**src/rtl/adc_sample_block_filter_macros.svh**
```systemverilog
// Assertion macros shared by the sample filter RTL.
`ifndef ADC_SAMPLE_BLOCK_FILTER_MACROS_SVH
`define ADC_SAMPLE_BLOCK_FILTER_MACROS_SVH

// same-cycle implication
`define ASBF_ASSERT_NOW(label, clk, rst, ante, cons, msg) \
   label: assert property (@(posedge clk) disable iff (rst) (ante) |-> (cons)) \
      else $error(msg);

// next-cycle implication
`define ASBF_ASSERT_NEXT(label, clk, rst, ante, cons, msg) \
   label: assert property (@(posedge clk) disable iff (rst) (ante) |=> (cons)) \
      else $error(msg);

`endif

```
**src/rtl/asbf_pkg.sv**
```systemverilog
// Package: shared constants and types of the ADC sample filter.
`default_nettype none
package asbf_pkg;

   localparam int WINDOW_LENGTH_DEF = 12;
   localparam int SAMPLE_BITS_DEF   = 12;
   localparam int MODE_BITS         = 3;

   localparam logic [MODE_BITS-1:0] MODE_MEDIAN   = 3'd0;
   localparam logic [MODE_BITS-1:0] MODE_MEAN     = 3'd1;
   localparam logic [MODE_BITS-1:0] MODE_TRIMMED  = 3'd2;
   localparam logic [MODE_BITS-1:0] MODE_WEIGHTED = 3'd3;
   localparam logic [MODE_BITS-1:0] MODE_MOVING   = 3'd4;

   // link from one sort cell to its right neighbor
   typedef struct packed {
      logic valid;
      logic below;   // inserted key sorts ahead of this cell's value
   } asbf_sort_link_type;

   // per-cycle commands to the sort chain
   typedef struct packed {
      logic clear;
      logic insert;
   } asbf_sort_ctl_type;

endpackage
`default_nettype wire

```
**src/rtl/asbf_store_cell.sv**
```systemverilog
// Store cell: one sample slot of the rotating sample ring.
`default_nettype none
module asbf_store_cell import asbf_pkg::*; #(
   parameter int SAMPLE_BITS = SAMPLE_BITS_DEF
) (
   input  wire logic                   clock,
   input  wire logic                   reset,
   input  wire logic                   write_en,
   input  wire logic [SAMPLE_BITS-1:0] write_data,
   input  wire logic                   rotate,
   input  wire logic [SAMPLE_BITS-1:0] right_value,
   output logic      [SAMPLE_BITS-1:0] value
);

   logic [SAMPLE_BITS-1:0] value_ff, value_in;

   always_comb begin
      value_in = value_ff;
      if (write_en) begin
         value_in = write_data;
      end else if (rotate) begin
         value_in = right_value;
      end
   end

   always_ff @(posedge clock) begin
      if (reset) begin
         value_ff <= '0;
      end else begin
         value_ff <= value_in;
      end
   end

   assign value = value_ff;

endmodule
`default_nettype wire

```
**src/rtl/asbf_sort_cell.sv**
```systemverilog
// Sort cell: one slot of the insertion sorter, ascending left to right.
`default_nettype none
module asbf_sort_cell import asbf_pkg::*; #(
   parameter int SAMPLE_BITS = SAMPLE_BITS_DEF
) (
   input  wire logic                   clock,
   input  wire logic                   reset,
   input  wire asbf_sort_ctl_type      ctl,
   input  wire logic [SAMPLE_BITS-1:0] key,
   input  wire asbf_sort_link_type     left_link,
   input  wire logic [SAMPLE_BITS-1:0] left_value,
   output asbf_sort_link_type          right_link,
   output logic      [SAMPLE_BITS-1:0] value
);

   logic [SAMPLE_BITS-1:0] value_ff, value_in;
   logic                   valid_ff, valid_in;
   logic                   below;

   assign below = valid_ff && (key < value_ff);

   always_comb begin
      value_in = value_ff;
      valid_in = valid_ff;
      if (ctl.clear) begin
         valid_in = 1'b0;
      end else if (ctl.insert) begin
         if (left_link.below) begin
            value_in = left_value;
            valid_in = 1'b1;
         end else if (left_link.valid && (below || !valid_ff)) begin
            value_in = key;
            valid_in = 1'b1;
         end
      end
   end

   always_ff @(posedge clock) begin
      if (reset) begin
         valid_ff <= 1'b0;
      end else begin
         valid_ff <= valid_in;
      end
   end

   always_ff @(posedge clock) begin
      value_ff <= value_in;
   end

   assign right_link.valid = valid_ff;
   assign right_link.below = below;
   assign value            = value_ff;

endmodule
`default_nettype wire

```
**src/rtl/asbf_divider.sv**
```systemverilog
// Divider: division by a constant through a registered reciprocal multiply.
`default_nettype none
module asbf_divider import asbf_pkg::*; #(
   parameter int SAMPLE_BITS = SAMPLE_BITS_DEF,
   parameter int ACC_W       = 2 * SAMPLE_BITS_DEF,
   parameter int RCP_W       = 2 * SAMPLE_BITS_DEF + 8,
   parameter int SHIFT       = 2 * SAMPLE_BITS_DEF + 7
) (
   input  wire logic                   clock,
   input  wire logic                   reset,
   input  wire logic                   start,
   input  wire logic [ACC_W-1:0]       dividend,
   input  wire logic [RCP_W-1:0]       recip,
   output logic                        done,
   output logic      [SAMPLE_BITS-1:0] quotient
);

   localparam int PROD_W = ACC_W + RCP_W;

   logic [ACC_W-1:0]  num_ff, num_in;
   logic [RCP_W-1:0]  rcp_ff, rcp_in;
   logic [PROD_W-1:0] prod_ff, prod_in;
   logic              mul_ff, mul_in;

   // quotient is prod >> SHIFT, exact for any dividend below 2**ACC_W
   always_comb begin
      num_in  = num_ff;
      rcp_in  = rcp_ff;
      prod_in = prod_ff;
      mul_in  = start;
      if (start) begin
         num_in = dividend;
         rcp_in = recip;
      end
      if (mul_ff) begin
         prod_in = PROD_W'(num_ff) * PROD_W'(rcp_ff);
      end
   end

   always_ff @(posedge clock) begin
      if (reset) begin
         mul_ff <= 1'b0;
      end else begin
         mul_ff <= mul_in;
      end
   end

   always_ff @(posedge clock) begin
      num_ff  <= num_in;
      rcp_ff  <= rcp_in;
      prod_ff <= prod_in;
   end

   assign done     = mul_ff;
   assign quotient = prod_ff[SHIFT +: SAMPLE_BITS];

endmodule
`default_nettype wire

```
**src/rtl/adc_sample_block_filter.sv**
```systemverilog
// Top level: ADC sample filter (median, mean, trimmed mean, weighted mean, moving average).
// One sample per req word. A sample that does not close a block leaves the filter idle and
// ready for the next one. A sample that closes a block, and every sample in moving-average
// mode, starts a pass in which the store ring rotates once through its WINDOW_LENGTH cells
// into the sum, weighted sum and insertion-sort chain; then come the load state, the divide
// state with the reciprocal multiplier (skipped for the median) and the finish state, which
// writes the rsp register. No new sample is taken until the pass is back in idle. Results
// leave through a register, so a new sample is taken while the last result waits; a result
// still waiting when the next pass ends holds the block until rsp takes it. The filter_mode
// register is written over the csr port between passes, ahead of a pending sample, and
// restarts the current block.
`default_nettype none
`include "adc_sample_block_filter_macros.svh"
module adc_sample_block_filter import asbf_pkg::*; #(
   parameter int WINDOW_LENGTH = WINDOW_LENGTH_DEF,
   parameter int SAMPLE_BITS   = SAMPLE_BITS_DEF,
   localparam int TDATA_W      = ((SAMPLE_BITS + 7) / 8) * 8
) (
   input  wire logic                 clock,
   input  wire logic                 reset,
   input  wire logic                 req_tvalid,
   output logic                      req_tready,
   input  wire logic [TDATA_W-1:0]   req_tdata,    // [SAMPLE_BITS-1:0] sample
   output logic                      rsp_tvalid,
   input  wire logic                 rsp_tready,
   output logic      [TDATA_W-1:0]   rsp_tdata,    // [SAMPLE_BITS-1:0] filtered
   input  wire logic                 csr_valid,
   output logic                      csr_ready,
   input  wire logic [MODE_BITS-1:0] csr_data     // filter_mode
);

   localparam int W       = WINDOW_LENGTH;
   localparam int SB      = SAMPLE_BITS;
   localparam int IDX_W   = $clog2(W);
   localparam int WT_W    = $clog2(W + 1);
   localparam int ACC_W   = SB + $clog2(W * (W + 1) / 2 + 1);
   localparam int PROD_W  = SB + WT_W;
   localparam int MID     = (W - 1) / 2;
   localparam int SHIFT   = ACC_W + $clog2(W * (W + 1) / 2);
   localparam int RCP_W   = SHIFT + 1;
   localparam logic [RCP_W-1:0] RCP_MEAN     =
      RCP_W'(((64'd1 << SHIFT) + 64'(W) - 64'd1) / 64'(W));
   localparam logic [RCP_W-1:0] RCP_TRIMMED  =
      RCP_W'(((64'd1 << SHIFT) + 64'(W - 2) - 64'd1) / 64'(W - 2));
   localparam logic [RCP_W-1:0] RCP_WEIGHTED =
      RCP_W'(((64'd1 << SHIFT) + 64'(W * (W + 1) / 2) - 64'd1) / 64'(W * (W + 1) / 2));

   typedef enum logic [4:0] {
      ST_IDLE   = 5'b00001,
      ST_ACCUM  = 5'b00010,
      ST_LOAD   = 5'b00100,
      ST_DIVIDE = 5'b01000,
      ST_FINISH = 5'b10000
   } state_type;

   state_type              state_ff, state_in;
   logic [MODE_BITS-1:0]   mode_ff, mode_in;
   logic [IDX_W-1:0]       fill_ff, fill_in;
   logic [IDX_W-1:0]       ring_ff, ring_in;
   logic [WT_W-1:0]        step_ff, step_in;
   logic [ACC_W-1:0]       sum_ff, sum_in;
   logic [ACC_W-1:0]       wsum_ff, wsum_in;
   logic                   rsp_valid_ff, rsp_valid_in;
   logic [SB-1:0]          rsp_data_ff, rsp_data_in;

   logic [SB-1:0]          sample;
   logic                   req_accept;
   logic                   csr_accept;
   logic                   rsp_free;
   logic                   store_write;
   logic [IDX_W-1:0]       store_idx;
   logic                   rotate;
   logic [SB-1:0]          head;
   logic [PROD_W-1:0]      product;
   asbf_sort_ctl_type      sort_ctl;
   logic                   div_start;
   logic [ACC_W-1:0]       div_dividend;
   logic [RCP_W-1:0]       div_recip;
   logic                   div_done;
   logic [SB-1:0]          div_quotient;

   logic [SB-1:0]          store_val [W];
   logic [SB-1:0]          sort_val  [W];
   asbf_sort_link_type     sort_link [W+1];

   assign sample     = req_tdata[SB-1:0];
   assign req_tready = (state_ff == ST_IDLE) && !csr_valid;
   assign req_accept = req_tvalid && req_tready;
   assign csr_ready  = (state_ff == ST_IDLE);
   assign csr_accept = csr_valid && csr_ready;
   assign rsp_free   = !rsp_valid_ff || rsp_tready;
   assign rotate     = (state_ff == ST_ACCUM);
   assign head       = store_val[0];
   assign product    = PROD_W'(head) * PROD_W'(step_ff);

   // store ring: each cell takes its right neighbor while rotating
   for (genvar k = 0; k < W; k++) begin : g_store
      asbf_store_cell #(.SAMPLE_BITS(SB)) u_cell (
         .clock       (clock),
         .reset       (reset),
         .write_en    (store_write && (store_idx == IDX_W'(k))),
         .write_data  (sample),
         .rotate      (rotate),
         .right_value (store_val[(k + 1) % W]),
         .value       (store_val[k])
      );
   end

   // insertion sorter fed from the ring head
   assign sort_link[0] = '{valid: 1'b1, below: 1'b0};
   assign sort_ctl     = '{clear: req_accept, insert: rotate};

   for (genvar k = 0; k < W; k++) begin : g_sort
      asbf_sort_cell #(.SAMPLE_BITS(SB)) u_cell (
         .clock      (clock),
         .reset      (reset),
         .ctl        (sort_ctl),
         .key        (head),
         .left_link  (sort_link[k]),
         .left_value (sort_val[(k + W - 1) % W]),
         .right_link (sort_link[k+1]),
         .value      (sort_val[k])
      );
   end

   asbf_divider #(
      .SAMPLE_BITS (SB),
      .ACC_W       (ACC_W),
      .RCP_W       (RCP_W),
      .SHIFT       (SHIFT)
   ) u_divider (
      .clock    (clock),
      .reset    (reset),
      .start    (div_start),
      .dividend (div_dividend),
      .recip    (div_recip),
      .done     (div_done),
      .quotient (div_quotient)
   );

   always_comb begin
      div_dividend = sum_ff;
      div_recip    = RCP_MEAN;
      case (mode_ff)
         MODE_TRIMMED: begin
            div_dividend = sum_ff - ACC_W'(sort_val[0]) - ACC_W'(sort_val[W-1]);
            div_recip    = RCP_TRIMMED;
         end
         MODE_WEIGHTED: begin
            div_dividend = wsum_ff;
            div_recip    = RCP_WEIGHTED;
         end
         default: begin
            div_dividend = sum_ff;
            div_recip    = RCP_MEAN;
         end
      endcase
   end

   always_comb begin
      state_in     = state_ff;
      mode_in      = mode_ff;
      fill_in      = fill_ff;
      ring_in      = ring_ff;
      step_in      = step_ff;
      sum_in       = sum_ff;
      wsum_in      = wsum_ff;
      rsp_valid_in = rsp_valid_ff && !rsp_tready;
      rsp_data_in  = rsp_data_ff;
      store_write  = 1'b0;
      store_idx    = fill_ff;
      div_start    = 1'b0;

      case (state_ff)
         ST_IDLE: begin
            sum_in  = '0;
            wsum_in = '0;
            step_in = WT_W'(1);
            if (req_accept) begin
               if (mode_ff == MODE_MOVING) begin
                  store_write = 1'b1;
                  store_idx   = ring_ff;
                  ring_in     = (ring_ff == IDX_W'(W - 1)) ? '0 : ring_ff + IDX_W'(1);
                  state_in    = ST_ACCUM;
               end else if (mode_ff inside {[MODE_MEDIAN:MODE_WEIGHTED]}) begin
                  store_write = 1'b1;
                  if (fill_ff == IDX_W'(W - 1)) begin
                     fill_in  = '0;
                     state_in = ST_ACCUM;
                  end else begin
                     fill_in = fill_ff + IDX_W'(1);
                  end
               end
            end
         end
         ST_ACCUM: begin
            sum_in  = sum_ff + ACC_W'(head);
            wsum_in = wsum_ff + ACC_W'(product);
            step_in = step_ff + WT_W'(1);
            if (step_ff == WT_W'(W)) begin
               state_in = ST_LOAD;
            end
         end
         ST_LOAD: begin
            if (mode_ff == MODE_MEDIAN) begin
               state_in = ST_FINISH;
            end else begin
               div_start = 1'b1;
               state_in  = ST_DIVIDE;
            end
         end
         ST_DIVIDE: begin
            if (div_done) begin
               state_in = ST_FINISH;
            end
         end
         ST_FINISH: begin
            if (rsp_free) begin
               rsp_valid_in = 1'b1;
               rsp_data_in  = (mode_ff == MODE_MEDIAN) ? sort_val[MID] : div_quotient;
               state_in     = ST_IDLE;
            end
         end
         default: begin
            state_in = ST_IDLE;
         end
      endcase

      if (csr_accept) begin
         mode_in = csr_data;
         fill_in = '0;
      end
   end

   always_ff @(posedge clock) begin
      if (reset) begin
         state_ff     <= ST_IDLE;
         mode_ff      <= MODE_MEDIAN;
         fill_ff      <= '0;
         ring_ff      <= '0;
         rsp_valid_ff <= 1'b0;
      end else begin
         state_ff     <= state_in;
         mode_ff      <= mode_in;
         fill_ff      <= fill_in;
         ring_ff      <= ring_in;
         rsp_valid_ff <= rsp_valid_in;
      end
   end

   always_ff @(posedge clock) begin
      step_ff     <= step_in;
      sum_ff      <= sum_in;
      wsum_ff     <= wsum_in;
      rsp_data_ff <= rsp_data_in;
   end

   assign rsp_tvalid = rsp_valid_ff;
   assign rsp_tdata  = TDATA_W'(rsp_data_ff);

   `ASBF_ASSERT_NEXT(a_moving_starts_pass, clock, reset,
      req_accept && (mode_ff == MODE_MOVING), state_ff == ST_ACCUM,
      "moving average pass not started")
   `ASBF_ASSERT_NEXT(a_partial_block_idle, clock, reset,
      req_accept && (mode_ff != MODE_MOVING) && (fill_ff != IDX_W'(W - 1)),
      state_ff == ST_IDLE, "partial block left idle")
   `ASBF_ASSERT_NEXT(a_finish_delivers, clock, reset,
      (state_ff == ST_FINISH) && rsp_free, rsp_tvalid && (state_ff == ST_IDLE),
      "result not delivered")
   `ASBF_ASSERT_NOW(a_done_in_divide, clock, reset,
      div_done, state_ff == ST_DIVIDE, "divider finished outside divide state")

endmodule
`default_nettype wire

```
**config.mk**
```make
export PLATFORM = sky130hd
export DESIGN_NAME = adc_sample_block_filter
export DESIGN_NICKNAME = d
export VERILOG_FILES = /design/src/rtl/asbf_pkg.sv /design/src/rtl/asbf_store_cell.sv /design/src/rtl/asbf_sort_cell.sv /design/src/rtl/asbf_divider.sv /design/src/rtl/adc_sample_block_filter.sv
export VERILOG_INCLUDE_DIRS = /design/src /design/src/rtl
export SDC_FILE = /design/constraint.sdc
export NUM_CORES = 2
export LEC_CHECK = 0
export BUFFER_PORTS_ARGS = -buffer_cell sky130_fd_sc_hd__buf_2
export CORE_MARGIN = 2
export CORE_UTILIZATION = 35
export DETAILED_ROUTE_END_ITERATION = 10
export MAX_ROUTING_LAYER = met4
export PLACE_DENSITY = 0.55
export SLEW_MARGIN = 30
export SYNTH_ARGS = -nofsm -noshare
export SYNTH_HDL_FRONTEND = slang
export SYNTH_SLANG_ARGS = --single-unit
```
**constraint.sdc**
```tcl
create_clock -name clock -period 17.4 [get_ports clock]
set_input_delay 1.74 -clock clock [delete_from_list [all_inputs] [get_ports clock]]
set_output_delay 1.74 -clock clock [all_outputs]
set_load 0.02 [all_outputs]
```
==> key figures <==
Timing
  – Final Hold Vio Count: 0
  – Worst clock skew: 0.02323 ns
  – Final worst slack: 10.22 ns
  – F_max: 0.1393 GHz
  – RSZ-0062 raised after global routing: false
  – Slew Limit Fails: 0
  – Final worst path period need: 7.177 ns
  – Setup Viol. Count Final: 0
  – Final period utilization: 0.4125
  – Max transition margin: 0.3638
  – Setup total negative slack: 0 ns
  – Slew @ Worst Pin: 0.9544 ns

Placement
  – Hpwl dp: 62730 µm
  – Port bufs: 34
  – Dpl ws: 10.38 ns
  – Routability-driven placement congestion ratio: 0.9118

Global route
  – GR Overflow Total: 0
  – Vias in the first global route: 23141
  – Largest net degree at the start of global routing: 89
  – Wire length of the first global-routing pass: 132300 µm
  – Initial antenna violation count: 0
  – GR Util All Layers: 0.1784

Route
  – Routed vias/inst: 4.934
  – Drt pass-1 iters: 5
  – Post-DRT Antenna Nets: 0
  – Drt total wl: 82820 µm
  – Initial DRC count: 1435
  – Via count: 22626
  – WL/cell: 18.06 µm
  – DRC Markers: 0

Clocking
  – Post-CTS Repair Setup Buffers: 0
  – Total CTS buffers: 46
  – Post-cts resize count: 0
  – Clock transition at the registers of the reported paths: 0.06 ns
  – Clk Latency, worst-skew pair: 0.62 ns
  – H-tree Lvls: 2
  – Hold bufs inserted after CTS: 0
  – CTS sink cnt: 409
  – CTS Buffer Depth: 3
  – CTS tree: built
  – Root Buffer: clkbuf_16

Synth
  – Synth top area cells: edfxtp_1 21%, fa_1 18%, ha_1 12%
  – Register area share after synthesis: 0.3191
  – EDFF count, synth: 235
  – Area share of the largest cell type after synthesis: 0.2136
  – Yosys warning total: 0
  – Avg Cell Area, Syn: 9.964 µm²
  – Synth area leader: edfxtp_1
  – FF+latch count, synth: 409
  – Post-synth ARST share: 0
  – Cells after Synth: 3315
  – Post-synth top flop: edfxtp_1
  – Post-Syn Area: 0.03303 mm²
  – Distinct cell type count after synthesis: 76

Hold path
  – Hold crit path type: flip-flop to flip-flop

Power and ir drop
  – Pwr dens: 78.23 mW/mm²
  – Sequential share of power: 0.421
  – Logic pwr share: 0.226
  – Peak VDD IR: 0.08398 mV
  – Leak pwr: 16.50 nW
  – Switching Share: 0.3161
  – Total internal power: 1.927 mW
  – Psw: 0.8906 mW
  – Clock power frac: 0.353
  – Total power: 2.818 mW

Flow run
  – Max-Cap Viols: 0

Final layout
  – Final nets: 3943
  – Utilization after layout: 0.3853
  – Ant diodes: 0
  – Fill count: 9417
  – Syn-to-layout area delta: 9.042%
  – Share of layout cells above drive strength 1: 0.08914

Setup path
  – Crit-path most repeated cell: fa_1
  – Max incr delay on CP: 0.88 ns
  – WP data arrival: 7.56 ns
  – Worst path required time: 17.79 ns
  – Worst setup path category: flip-flop to flip-flop
  – CP cell instances: nand2_1 -> fa_1 -> inv_1 -> fa_1 -> fa_1 -> inv_1 -> fa_1 -> inv_1 -> fa_1 -> inv_1 -> fa_1 -> inv_1 -> ha_1 -> nand3_1 -> or3_1 -> nor3_1 -> nor2_1 -> a21oi_1 -> nor2_1 -> a211o_1 -> o311ai_0
  – Worst-path fanout max: 19
  – Setup crit end kind: flip-flop
  – Crit start category: flip-flop
  – Slowest stage cell, crit path: edfxtp_1

Floorplanning
  – Die area: 0.09685 mm²
  – Overall die width: 311.2 µm
  – Io pins: 43
  – Initial core utilization: 0.3534
  – Die height: 311.2 µm
  – Row count: 112
  – Core region area: 0.09347 mm²

Outcome
  – Outcome: finished, final reports clean
## cell type report
cell class	count	area, µm²	share of cell area
clock buffer	58	1246	0.03460
timing repair buffer	67	420.4	0.01167
inverter	619	2323	0.06451
clock inverter	24	292.8	0.008129
sequential	409	10540	0.2927
tap	1254	1569	0.04356
multi-input combinational	2155	19620	0.5448
## metrics by stage
step                area [µm²]  hold slack (ns)  cells
floorplan                33040           0.4368   3318
global placement         34430           0.4436   4504
detailed placement       34470           0.4472   4504
CTS                      36000           0.4559   4586
global route             36020           0.4683   4586
finish                   36020           0.4534   4586
## metal layers
layer  part of all wire  up-vias  track usage
li1                   -    11048            -
met1               0.46    11120       0.2375
met2               0.47      357       0.2860
met3              0.042      101      0.02653
met4              0.023        0      0.04304
met5                  0        -            -
## cells by family (layout without fill, tap and decap cells)
family,count (synthesis),after routing,synth area share
compound gates,647,647,0.1250
flops,409,409,0.3191
fa+ha+maj,621,621,0.3020
buf+inv,754,768,0.09000
mux,153,153,0.05349
simple gates,678,678,0.09652
other cells,1,4,0.0001135
xor+xnor,52,52,0.01379
## worst max-delay path: cells and delay by family (launching register included)
| family | cells | cell delay (ns) |
|---|---|---|
| and+or+nand+nor | 6 | 1.34 |
| DFF | 1 | 0.88 |
| AOI/OAI and AO/OA | 3 | 0.84 |
| adders and majority gates | 7 | 3.58 |
| buffers and inverters | 5 | 0.32 |
## final timing paths
path                                           start                                 endpoint  slack [ns]  depth (start not counted)
max                   u_divider.rcp_ff[14]$_DFFE_PP_          u_divider.prod_ff[36]$_DFFE_PP_       10.22                         21
min          g_store[7].u_cell.value[3]$_SDFFE_PP0P_  g_store[7].u_cell.value[3]$_SDFFE_PP0P_        0.45                          2
min reg2reg  g_store[7].u_cell.value[3]$_SDFFE_PP0P_  g_store[7].u_cell.value[3]$_SDFFE_PP0P_        0.45                          2
max reg2reg           u_divider.rcp_ff[14]$_DFFE_PP_          u_divider.prod_ff[36]$_DFFE_PP_       10.22                         21
## synthesized netlist by cell type (20+ instances only)
| cell | instances |
|---|---|
| a21o_1 | 82 |
| a21oi_1 | 257 |
| a22oi_1 | 145 |
| and2_1 | 98 |
| buf_2 | 34 |
| clkbuf_1 | 80 |
| dfxtp_1 | 174 |
| edfxtp_1 | 235 |
| fa_1 | 294 |
| ha_1 | 327 |
| inv_1 | 618 |
| mux2_2 | 109 |
| nand2_1 | 298 |
| nand3_1 | 35 |
| nor2_1 | 123 |
| nor3_1 | 24 |
| o21ai_0 | 52 |
| xnor2_1 | 32 |
| xor2_1 | 20 |
## sequential cells by signal (all words and copies together), names as in the netlist
name	flops
mode_ff	3
u_divider.prod_ff	12
wsum_ff	19
state_ff	5
u_divider.rcp_ff	6
step_ff	4
rsp_data_ff	12
u_divider.done	1
sum_ff	19
fill_ff	4
g_sort.u_cell.valid_ff	12
g_sort.u_cell.value	144
g_store.u_cell.value	144
rsp_tvalid	1
ring_ff	4
u_divider.num_ff	19
## power groups by stage
| stage | Clock, mW | Sequential, mW | Combinational (mW) |
|---|---|---|---|
| finish | 0.995 | 1.19 | 0.638 |
| CTS | 1.02 | 1.19 | 0.641 |
| global placement | 0 | 1.21 | 0.630 |
| detailed placement | 0 | 1.21 | 0.638 |
| floorplan | 0 | 1.17 | 0.490 |
| global route | 1.06 | 1.20 | 0.725 |
## cells in the final DEF (no fill, tap or decap), drive strengths merged, types with 5 or more instances in the layout
cell | netlist | layout
a211o | 5 | 5
a211oi | 16 | 16
a21o | 82 | 82
a21oi | 258 | 258
a22oi | 145 | 145
a31oi | 23 | 23
and2 | 98 | 98
and3 | 17 | 17
and4 | 12 | 12
buf | 55 | 67
clkbuf | 80 | 58
clkinv | 1 | 19
dfxtp | 174 | 174
edfxtp | 235 | 235
fa | 294 | 294
ha | 327 | 327
inv | 618 | 619
mux2 | 134 | 134
mux2i | 19 | 19
nand2 | 298 | 298
nand2b | 18 | 18
nand3 | 35 | 35
nand4 | 8 | 8
nor2 | 126 | 126
nor2b | 13 | 13
nor3 | 25 | 25
o211ai | 8 | 8
o21a | 9 | 9
o21ai | 64 | 64
o22ai | 8 | 8
or3 | 13 | 13
xnor2 | 32 | 32
xor2 | 20 | 20
Power figures use the tool's default switching activity.
